**config.mk**
```make
export PLATFORM = sky130hd
export DESIGN_NAME = software_timer_bank
export DESIGN_NICKNAME = d
export VERILOG_FILES = /design/src/stb_pkg.sv /design/src/stb_timer.sv /design/src/software_timer_bank.sv
export VERILOG_INCLUDE_DIRS = /design/src /design/src/src
export SDC_FILE = /design/constraint.sdc
export NUM_CORES = 1
export LEC_CHECK = 0
export ABC_AREA = 1
export BUFFER_PORTS_ARGS = -buffer_cell sky130_fd_sc_hd__buf_4
export CELL_PAD_IN_SITES_DETAIL_PLACEMENT = 1
export CELL_PAD_IN_SITES_GLOBAL_PLACEMENT = 2
export CORE_ASPECT_RATIO = 0.5
export CORE_MARGIN = 10
export CORE_UTILIZATION = 33
export CTS_BUF_LIST = sky130_fd_sc_hd__clkbuf_4
export DETAILED_ROUTE_END_ITERATION = 8
export GPL_TIMING_DRIVEN = 0
export PLACE_DENSITY = 0.75
export SLEW_MARGIN = 5
export SYNTH_ARGS = -nofsm -noshare
export SYNTH_HDL_FRONTEND = slang
export SYNTH_SLANG_ARGS = --single-unit
```
**constraint.sdc**
```tcl
create_clock -name i_clk -period 1.9 [get_ports i_clk]
set_clock_uncertainty 0.2 [all_clocks]
set_input_delay 0.095 -clock i_clk [delete_from_list [all_inputs] [get_ports i_clk]]
set_output_delay 0.095 -clock i_clk [all_outputs]
set_load 0.01 [all_outputs]
```
**src/software_timer_bank_defines.svh**
```systemverilog
// Assertion macros shared by the timer bank RTL.
`ifndef SOFTWARE_TIMER_BANK_DEFINES_SVH
`define SOFTWARE_TIMER_BANK_DEFINES_SVH

// Same-cycle implication, disabled while reset is held.
`define STB_ASSERT_IMPL(label, clk, rst_n, ante, cons, msg) \
    label: assert property (@(posedge clk) disable iff (!(rst_n)) (ante) |-> (cons)) \
        else $error(msg);

// Next-cycle implication, disabled while reset is held.
`define STB_ASSERT_NEXT(label, clk, rst_n, ante, cons, msg) \
    label: assert property (@(posedge clk) disable iff (!(rst_n)) (ante) |=> (cons)) \
        else $error(msg);

`endif

```
**src/stb_pkg.sv**
```systemverilog
`timescale 1ns / 1ps

package stb_pkg;

    localparam int MASK_W = 8;
    localparam int IDX_W  = 3;
    localparam int LOAD_W = 16;

    typedef enum logic [1:0] {
        OP_TICK  = 2'd0,
        OP_ARM   = 2'd1,
        OP_STOP  = 2'd2,
        OP_RESET = 2'd3
    } t_op;

    typedef enum logic [1:0] {
        PH_STOP  = 2'd0,
        PH_RUN   = 2'd1,
        PH_START = 2'd2,
        PH_RESET = 2'd3
    } t_phase;

    // Per-timer command strobes, at most one set at a time.
    typedef struct packed {
        logic do_tick;
        logic do_arm;
        logic do_stop;
        logic do_reset;
    } t_timer_cmd;

endpackage

```
**src/stb_timer.sv**
```systemverilog
`timescale 1ns / 1ps

module stb_timer #(
    parameter int COUNT_BITS = 16
) (
    input  logic                  i_clk,
    input  logic                  i_rst_n,
    input  stb_pkg::t_timer_cmd   i_cmd,
    input  logic [COUNT_BITS-1:0] i_load,
    input  logic                  i_repeat,
    output logic                  o_expired,
    output logic                  o_running
);
    import stb_pkg::*;

    t_phase                r_phase, n_phase;
    logic [COUNT_BITS-1:0] r_count, n_count;
    logic [COUNT_BITS-1:0] r_reload, n_reload;
    logic                  r_repeat, n_repeat;

    always_ff @(posedge i_clk) begin
        if (!i_rst_n) begin
            r_phase  <= PH_STOP;
            r_count  <= '0;
            r_reload <= '0;
            r_repeat <= 1'b0;
        end else begin
            r_phase  <= n_phase;
            r_count  <= n_count;
            r_reload <= n_reload;
            r_repeat <= n_repeat;
        end
    end

    always_comb begin
        n_phase   = r_phase;
        n_count   = r_count;
        n_reload  = r_reload;
        n_repeat  = r_repeat;
        o_expired = 1'b0;
        priority if (i_cmd.do_tick) begin
            unique case (r_phase)
                PH_RUN: begin
                    if (r_count == '0) begin
                        o_expired = 1'b1;
                        if (r_repeat) begin
                            n_count = r_reload;
                        end else begin
                            n_phase = PH_STOP;
                        end
                    end else begin
                        n_count = r_count - 1'b1;
                    end
                end
                PH_START: begin
                    n_count = r_reload;
                    n_phase = PH_RUN;
                end
                PH_RESET: n_phase = PH_START;
                PH_STOP:  n_phase = PH_STOP;
                default:  n_phase = r_phase;
            endcase
        end else if (i_cmd.do_arm) begin
            n_reload = i_load;
            n_repeat = i_repeat;
            n_phase  = PH_START;
        end else if (i_cmd.do_stop) begin
            n_phase = PH_STOP;   // count is kept
        end else if (i_cmd.do_reset) begin
            n_phase = PH_RESET;
        end else begin
            n_phase = r_phase;   // no command: hold
        end
    end

    // Phase after this step.
    assign o_running = (n_phase == PH_RUN);

endmodule

```
**src/software_timer_bank.sv**
```systemverilog
`timescale 1ns / 1ps
// Software timer bank: NUM_TIMERS down-counting timers, one request at a time.
// Input channel: a request (i_op, i_timer_index, i_load_value, i_repeat_flag)
// is taken at a rising edge with start high and busy low. busy stays low, so
// a request can be issued every cycle.
//   tick  - every timer steps at once (expire/reload, decrement, load, ...)
//   arm   - write reload and repeat, timer goes start pending
//   stop  - timer stops, count is kept
//   reset - timer goes reset pending, runs two ticks later
// Commands aimed at an index at or above NUM_TIMERS change nothing but still
// return a result.
// Result channel: one result per request, shown for one cycle with o_strobe.
// o_expired_mask flags timers that expired on a tick (zero for commands),
// o_running_mask flags timers running after the step; timers past bit 7 are
// not reported. The receiver cannot stall.
// Timing: request register, one pass of per-timer logic into the timer state
// and the result register; o_strobe and both masks are driven from the result
// register, which is loaded from the request register. One request per cycle.
// Reset (i_rst_n, synchronous, active low): all timers stopped, counts, reload
// values and repeat flags zero; no result is pending.

module software_timer_bank #(
    parameter int NUM_TIMERS = 8,
    parameter int COUNT_BITS = 16
) (
    input  logic                       i_clk,
    input  logic                       i_rst_n,
    input  logic                       start,
    output logic                       busy,
    input  logic [1:0]                 i_op,
    input  logic [stb_pkg::IDX_W-1:0]  i_timer_index,
    input  logic [stb_pkg::LOAD_W-1:0] i_load_value,
    input  logic                       i_repeat_flag,
    output logic                       o_strobe,
    output logic [stb_pkg::MASK_W-1:0] o_expired_mask,
    output logic [stb_pkg::MASK_W-1:0] o_running_mask
);
    import stb_pkg::*;

    // request register
    logic                  r_req_vld, n_req_vld;
    t_op                   r_op;
    logic [IDX_W-1:0]      r_idx;
    logic [COUNT_BITS-1:0] r_load;
    logic                  r_rep;

    // result register
    logic                  r_strobe;
    logic [MASK_W-1:0]     r_expired, n_expired;
    logic [MASK_W-1:0]     r_running, n_running;

    logic [NUM_TIMERS-1:0] w_exp;
    logic [NUM_TIMERS-1:0] w_run;

    assign busy      = 1'b0;
    assign n_req_vld = start && !busy;

    always_ff @(posedge i_clk) begin
        if (!i_rst_n) begin
            r_req_vld <= 1'b0;
            r_strobe  <= 1'b0;
        end else begin
            r_req_vld <= n_req_vld;
            r_strobe  <= r_req_vld;
        end
    end

    // payload registers, no reset needed
    always_ff @(posedge i_clk) begin
        if (n_req_vld) begin
            r_op   <= t_op'(i_op);
            r_idx  <= i_timer_index;
            r_load <= COUNT_BITS'(i_load_value);   // keep low COUNT_BITS bits
            r_rep  <= i_repeat_flag;
        end
        r_expired <= n_expired;
        r_running <= n_running;
    end

    // One cell per timer; every cell sees a tick, only the addressed one sees arm, stop or reset.
    for (genvar g = 0; g < NUM_TIMERS; g++) begin : g_timer
        logic       w_sel;
        t_timer_cmd w_cmd;

        assign w_sel          = (32'(r_idx) == g);
        assign w_cmd.do_tick  = r_req_vld && (r_op == OP_TICK);
        assign w_cmd.do_arm   = r_req_vld && (r_op == OP_ARM)   && w_sel;
        assign w_cmd.do_stop  = r_req_vld && (r_op == OP_STOP)  && w_sel;
        assign w_cmd.do_reset = r_req_vld && (r_op == OP_RESET) && w_sel;

        stb_timer #(
            .COUNT_BITS(COUNT_BITS)
        ) u_timer (
            .i_clk    (i_clk),
            .i_rst_n  (i_rst_n),
            .i_cmd    (w_cmd),
            .i_load   (r_load),
            .i_repeat (r_rep),
            .o_expired(w_exp[g]),
            .o_running(w_run[g])
        );
    end

    // Fit the bank onto the 8-bit masks: drop upper timers, pad small banks.
    for (genvar k = 0; k < MASK_W; k++) begin : g_mask
        if (k < NUM_TIMERS) begin : g_used
            assign n_expired[k] = w_exp[k];
            assign n_running[k] = w_run[k];
        end else begin : g_pad
            assign n_expired[k] = 1'b0;
            assign n_running[k] = 1'b0;
        end
    end

    assign o_strobe       = r_strobe;
    assign o_expired_mask = r_expired;
    assign o_running_mask = r_running;

`include "software_timer_bank_defines.svh"

    // every registered request yields exactly one result next cycle
    `STB_ASSERT_NEXT(a_req_to_result, i_clk, i_rst_n, r_req_vld, o_strobe,
        "request did not produce a result")
    // expiries are reported only for tick requests
    `STB_ASSERT_IMPL(a_expire_on_tick, i_clk, i_rst_n,
        o_strobe && (o_expired_mask != '0), $past(r_op) == OP_TICK,
        "expiry reported on a command request")
    // a strobe is always backed by a request in the previous cycle
    `STB_ASSERT_IMPL(a_no_spurious, i_clk, i_rst_n, o_strobe, $past(r_req_vld),
        "result without a request")

endmodule

```
# After elaboration in Yosys (flattened, before gate mapping)
# Cells that the tools add are included.
[word_totals] regBits=320 input_bits=25 out_inout_bits=18 wordCells=272
[op_classes] n_addsub=8 eq_ne=50 mux=88 n_bitwise=1 n_reduce_logical=78
[op_table] op="16-bit 2-to-1 mux" n=16
[op_table] op="16-bit one-hot mux with 2 select lines" n=8
[op_table] op="16-bit logical NOT" n=8
[op_table] op="16-bit by 1-bit subtractor with 16-bit output, second input constant" n=8
[op_table] op="2-bit 2-to-1 mux" n=48
[op_table] op="2-bit one-hot mux with 4 select lines" n=8
[op_table] op="2-bit == test, second input constant" n=18
[op_table] op="2-bit by 1-bit == test with 1-bit output, second input constant" n=17
[op_table] op="2-bit AND reduction" n=16
[op_table] op="1-bit logical AND" n=28
[op_table] op="3-bit by 2-bit != test with 1-bit output, second input constant" n=8
[op_table] op="3-bit AND reduction" n=8
[op_table] op="2-bit logical NOT" n=9
[op_table] op="2-bit nonzero test" n=8
[op_table] op="3-bit == test, second input constant" n=4
[op_table] op="1-bit 2-to-1 mux" n=8
[op_table] op="3-bit by 2-bit == test with 1-bit output, second input constant" n=2
[op_table] op="3-bit by 1-bit == test with 1-bit output, second input constant" n=1
[op_table] op="3-bit logical NOT" n=1
[op_table] op="1-bit inverter" n=1

# Longest topological paths before layout
[depth] word_depth=8 mapped_depth=14 mapped_depth_nobuf=13

# By module
# A second synthesis with hierarchy kept.
[hier_totals] cells_unflattened=2433 hier_area_um2=16664.7
[modules_own_cells] mod="stb_timer" n_inst=8 cells_per_inst=293 area_each_um2=1930.6 seq_area_each_um2=700.7
[modules_own_cells] mod="software_timer_bank" n_inst=1 cells_per_inst=89 area_each_um2=1219.9 seq_area_each_um2=1021.0

# Worst setup path before layout
# OpenSTA, ideal clock, no wires.
[synth_timing] kind="reg-to-reg" start="register r_op[0]" end="register g_timer[0].u_timer.r_count[9]" setup_time_ns=0.117 arrival_time_ns=1.573 required_time_ns=1.583 path_slack_ns=0.010 path_stages_with_launch=11 period_less_slack_ns=1.890 path_cell_list="edfxtp_1 -> nor2_4 -> inv_2 -> nor2_4 -> inv_2 -> buf_6 -> nor2_4 -> nand2_2 -> buf_2 -> nor3_1 -> nor2_1"
[synth_via] elab_chain_cells=3
[synth_lines] item="start, declared" line_no="software_timer_bank.sv:42" source="t_op r_op;"
[synth_lines] item="start signal, assigned" line_no="software_timer_bank.sv:71" source="r_op <= t_op'(i_op);"
[synth_lines] item="2-bit logical NOT" line_no="software_timer_bank.sv:86" source="assign w_cmd.do_tick = r_req_vld && (r_op == OP_TICK);"
[synth_lines] item="1-bit logical AND" line_no="software_timer_bank.sv:86"
[synth_lines] item="3-bit AND reduction (no source line)"
[synth_lines] item="end signal, assigned" line_no="stb_timer.sv:29" source="r_count <= n_count;"
[synth_lines] item="end, declared" line_no="stb_timer.sv:17" source="logic [COUNT_BITS-1:0] r_count, n_count;"
# No other way between the ends.
# A chain may end at the register's enable or synchronous reset.

# Worst setup path after layout
[layout_timing] start="register r_op[0]" end="register g_timer[5].u_timer.r_count[2]"
[layout_via] elab_chain_cells=3
[layout_lines] item="2-bit logical NOT" line_no="software_timer_bank.sv:86"
[layout_lines] item="1-bit logical AND" line_no="software_timer_bank.sv:86"
[layout_lines] item="3-bit AND reduction (no source line)"
[layout_lines] item="end signal, assigned" line_no="stb_timer.sv:29"
[layout_lines] item="end, declared" line_no="stb_timer.sv:17"
# No other way between the ends.

==> reports/qor.txt <==
Drt pass-1 iters: 5
Largest net degree at the start of global routing: 13
Mapped Area: 0.0166 sq mm
DP Area: 0.0177 sq mm
Vias in the first global route: 17,400
Worst r2r path cells: 12
Num CTS Buffers: 81
Post-DP HPWL: 44,100 um
Fmax: 0.444 GHz
I/O pin total: 43
Clk pin slew, worst setup/hold paths: 70 ps
Fin nets: 2,879
Clock Sinks: 320
Critical path capture point: g_timer[5].u_timer.r_count[2]
Leading area contributor after synthesis: dfxtp_1
Seq/Total Area, Yosys: 40.0%
Worst-Margin Slew: 1220 ps
Post-Synthesis Cells: 2,522
Leakage: 10.3 nW
Final WL: 67,500 um
Critical path class: reg -> reg
Sw Share: 28.6%
RSZ-0062 raised after global routing: yes
Core ar.: 0.0491 sq mm
Yosys Warn Count: 0
Max Cap Viol: 0
Setup ws final: -355 ps
Max-slew violation count: 0
Setup violators final: 171
Sequential power share: 48.6%
Final Cell Area: 0.0225 sq mm
Worst Path Required: 2400 ps
Hold_sp: i_rst_n
WP data arrival: 2760 ps
Syn Area/Cell: 6.57 sq um
Reg2reg start: r_op[0]
Dpl ws: -900 ps
Die area: 0.0601 sq mm
Clock Power Share: 43.4%
Die Wd: 337 um
Clock buffer depth: 3
Worst-Skew Late Latency: 820 ps
Power Dens Cells: 651 mW/mm^2
Placer Congestion: 0.820
Htree depth: 3
Synth Net Count: 2,587
Top post-synthesis cells by area: dfxtp_1, nand2_1, nor2_1
Die Ht: 178 um
Via count: 17,400
Final period utilization: 119%
Worst hold-check path type: in -> reg
FP Rows: 57
IO Port Bufs: 40
Power share of the combinational group: 8.1%
Synth-to-Final Area Change: 35.8%
Final min period: 2250 ps
CTS root buffer: clkbuf_4
Post-synth cell types: 39
Wire length per cell: 19.1 um
FF+latch count, synth: 320
Yosys top cell area share: 36.0%
Max_slew headroom: 18.4%
Number of synthesized flops with an enable pin: 22
Congestion Overflow GR: 0
Pint: 10.4 mW
CTS tree: done
Hold Violations, Final: 0
Failing checks: setup timing
Vias per cell: 4.93
Worst R2R End: g_timer[5].u_timer.r_count[2]
Post-synth ARST share: 0%
Total global-route track usage: 21.9%
P_sw: 4.19 mW
Worst setup path start: r_op[0]
Initial core utilization: 33.8%
Crit-path max FO: 5
Design Power: 14.6 mW
Startpoint class of the critical path: flop
Worst vdd ir: 0.000284 V
Status: finished, violations left
First-pass GRT wire length: 102,000 um
Remaining antenna violation count: 0
DRC Markers: 0
Worst R2R Setup Slack: -350 ps
Critical Path End Type: flop
Starting DRT DRC Count: 957
Layout cell share with drive strength beyond 1: 24.4%
Antenna violations before repair: 5
Final TNS setup: -36,250 ps
Synth Flop Type: dfxtp_1
[worst min path at each step]
stage / cells after the start / slack, ps / end
3_5_place_dp: 1 / 70 / r_idx[2]
6_report: 4 / 200 / g_timer[0].u_timer.r_count[9]
4_1_cts: 4 / 60 / g_timer[2].u_timer.r_count[8]
5_1_grt: 4 / 150 / g_timer[7].u_timer.r_count[6]
2_1_floorplan: 2 / -7 / r_req_vld
3_3_place_gp: 1 / 70 / r_load[5]
[what timing repair did]
action	in CTS	in global routing
setup endpoints to repair	296	266
hold buffers	51	0
pin swaps	88	90
hold endpoints to repair	77	0
cloned	14	7
buffers inserted	63	44
gates resized for setup	354	313
[layout make-up]
class | instances | area, sq um
inverters | 224 | 880
flip-flops and latches | 320 | 6630
multi-input cells | 1888 | 10100
repair buffers | 211 | 2200
clock inverters | 23 | 155
fillers | 6273 | 26600
clock buffers | 119 | 893
plain buffers | 88 | 771
diodes | 5 | 12.5
well taps | 649 | 812
[power groups by stage]
stage	Combinational, mW	Sequential [mW]	Clock, mW
2_1_floorplan	0.497	7.09	0
6_report	1.18	7.10	6.35
3_5_place_dp	0.811	7.25	0
5_1_grt	1.28	7.10	6.89
3_3_place_gp	0.805	7.25	0
4_1_cts	1.07	7.10	6.54
[metal layers]
| metal | vias up | GRT usage (%) | wire (um) |
|---|---|---|---|
| met2 | 284 | 34.2 | 29400 |
| li1 | 8629 | - | - |
| met4 | 0 | 6.07 | 1500 |
| met1 | 8377 | 30.6 | 34200 |
| met3 | 96 | 3.84 | 2400 |
| met5 | - | 0 | 0 |
[cells by family after synthesis]
kind of cell | synth area share, %
other cells | 0.0226
fa+ha+maj | 3.02
xor+xnor | 2.54
compound gates | 12.0
simple gates | 34.6
buf+inv | 7.75
flops | 40.0
[synth_stat cells (2+ instances only)]
master / instances
nand3b_1: 2
a31oi_1: 6
inv_2: 13
nor2_1: 585
inv_1: 209
ha_1: 40
nor2_4: 9
nand3_2: 6
and3_1: 2
o21ai_0: 224
o21ai_1: 13
clkbuf_1: 50
or2_2: 6
nand2_2: 12
buf_1: 2
nor3_1: 16
a21oi_1: 139
buf_4: 6
xor2_1: 31
nand4_1: 22
nand2_1: 625
o21a_1: 3
nor2_8: 3
edfxtp_1: 22
buf_2: 29
o211ai_1: 4
nand3_1: 105
a21boi_0: 2
buf_6: 5
xnor2_1: 17
nor2_2: 8
nand2_4: 2
dfxtp_1: 298
[state kept, by name, indices dropped and copies added, names as in the netlist]
register	cells
g_timer.u_timer.r_count	128
g_timer.u_timer.r_phase	16
g_timer.u_timer.r_reload	128
g_timer.u_timer.r_repeat	8
o_expired_mask	8
o_running_mask	8
o_strobe	1
r_idx	3
r_load	16
r_op	2
r_rep	1
r_req_vld	1
[per-stage QoR]
step	hold slack, ps	std cells	utilization, %
after detailed placement	74.3	3211	36.0
after global routing	149	3523	45.8
final	197	3527	45.8
after floorplan	-7.37	2522	-
after CTS	64.7	3479	43.1
after global placement	73.1	3211	36.0
[cells in the final DEF, fill, tap and decap left out, types with 28 or more instances in the layout]
cell type / netlist / routed
a21oi_1: 139 / 103
a21oi_2: 0 / 34
buf_4: 6 / 120
buf_6: 5 / 46
clkbuf_1: 50 / 30
clkbuf_4: 0 / 124
dfxtp_1: 298 / 294
dlygate4sd3_1: 0 / 51
ha_1: 40 / 39
inv_1: 209 / 188
inv_2: 13 / 28
nand2_1: 625 / 552
nand2_2: 12 / 49
nand2_4: 2 / 34
nand3_1: 105 / 88
nor2_1: 585 / 491
nor2_2: 8 / 47
nor2_4: 9 / 64
o21ai_0: 224 / 177
o21ai_1: 13 / 28
o21ai_2: 0 / 31
xor2_1: 31 / 31
[critical path: stages (launching register included)]
cell	delay [ps]
edfxtp_1	490
nor2_4	180
inv_2	60
nor2_4	160
inv_4	60
buf_12	120
buf_12	150
nor2_4	140
inv_2	60
nor2_4	170
buf_6	180
nand2_2	60
a21oi_2	120
No activity file was read; power rests on OpenSTA's default activity.
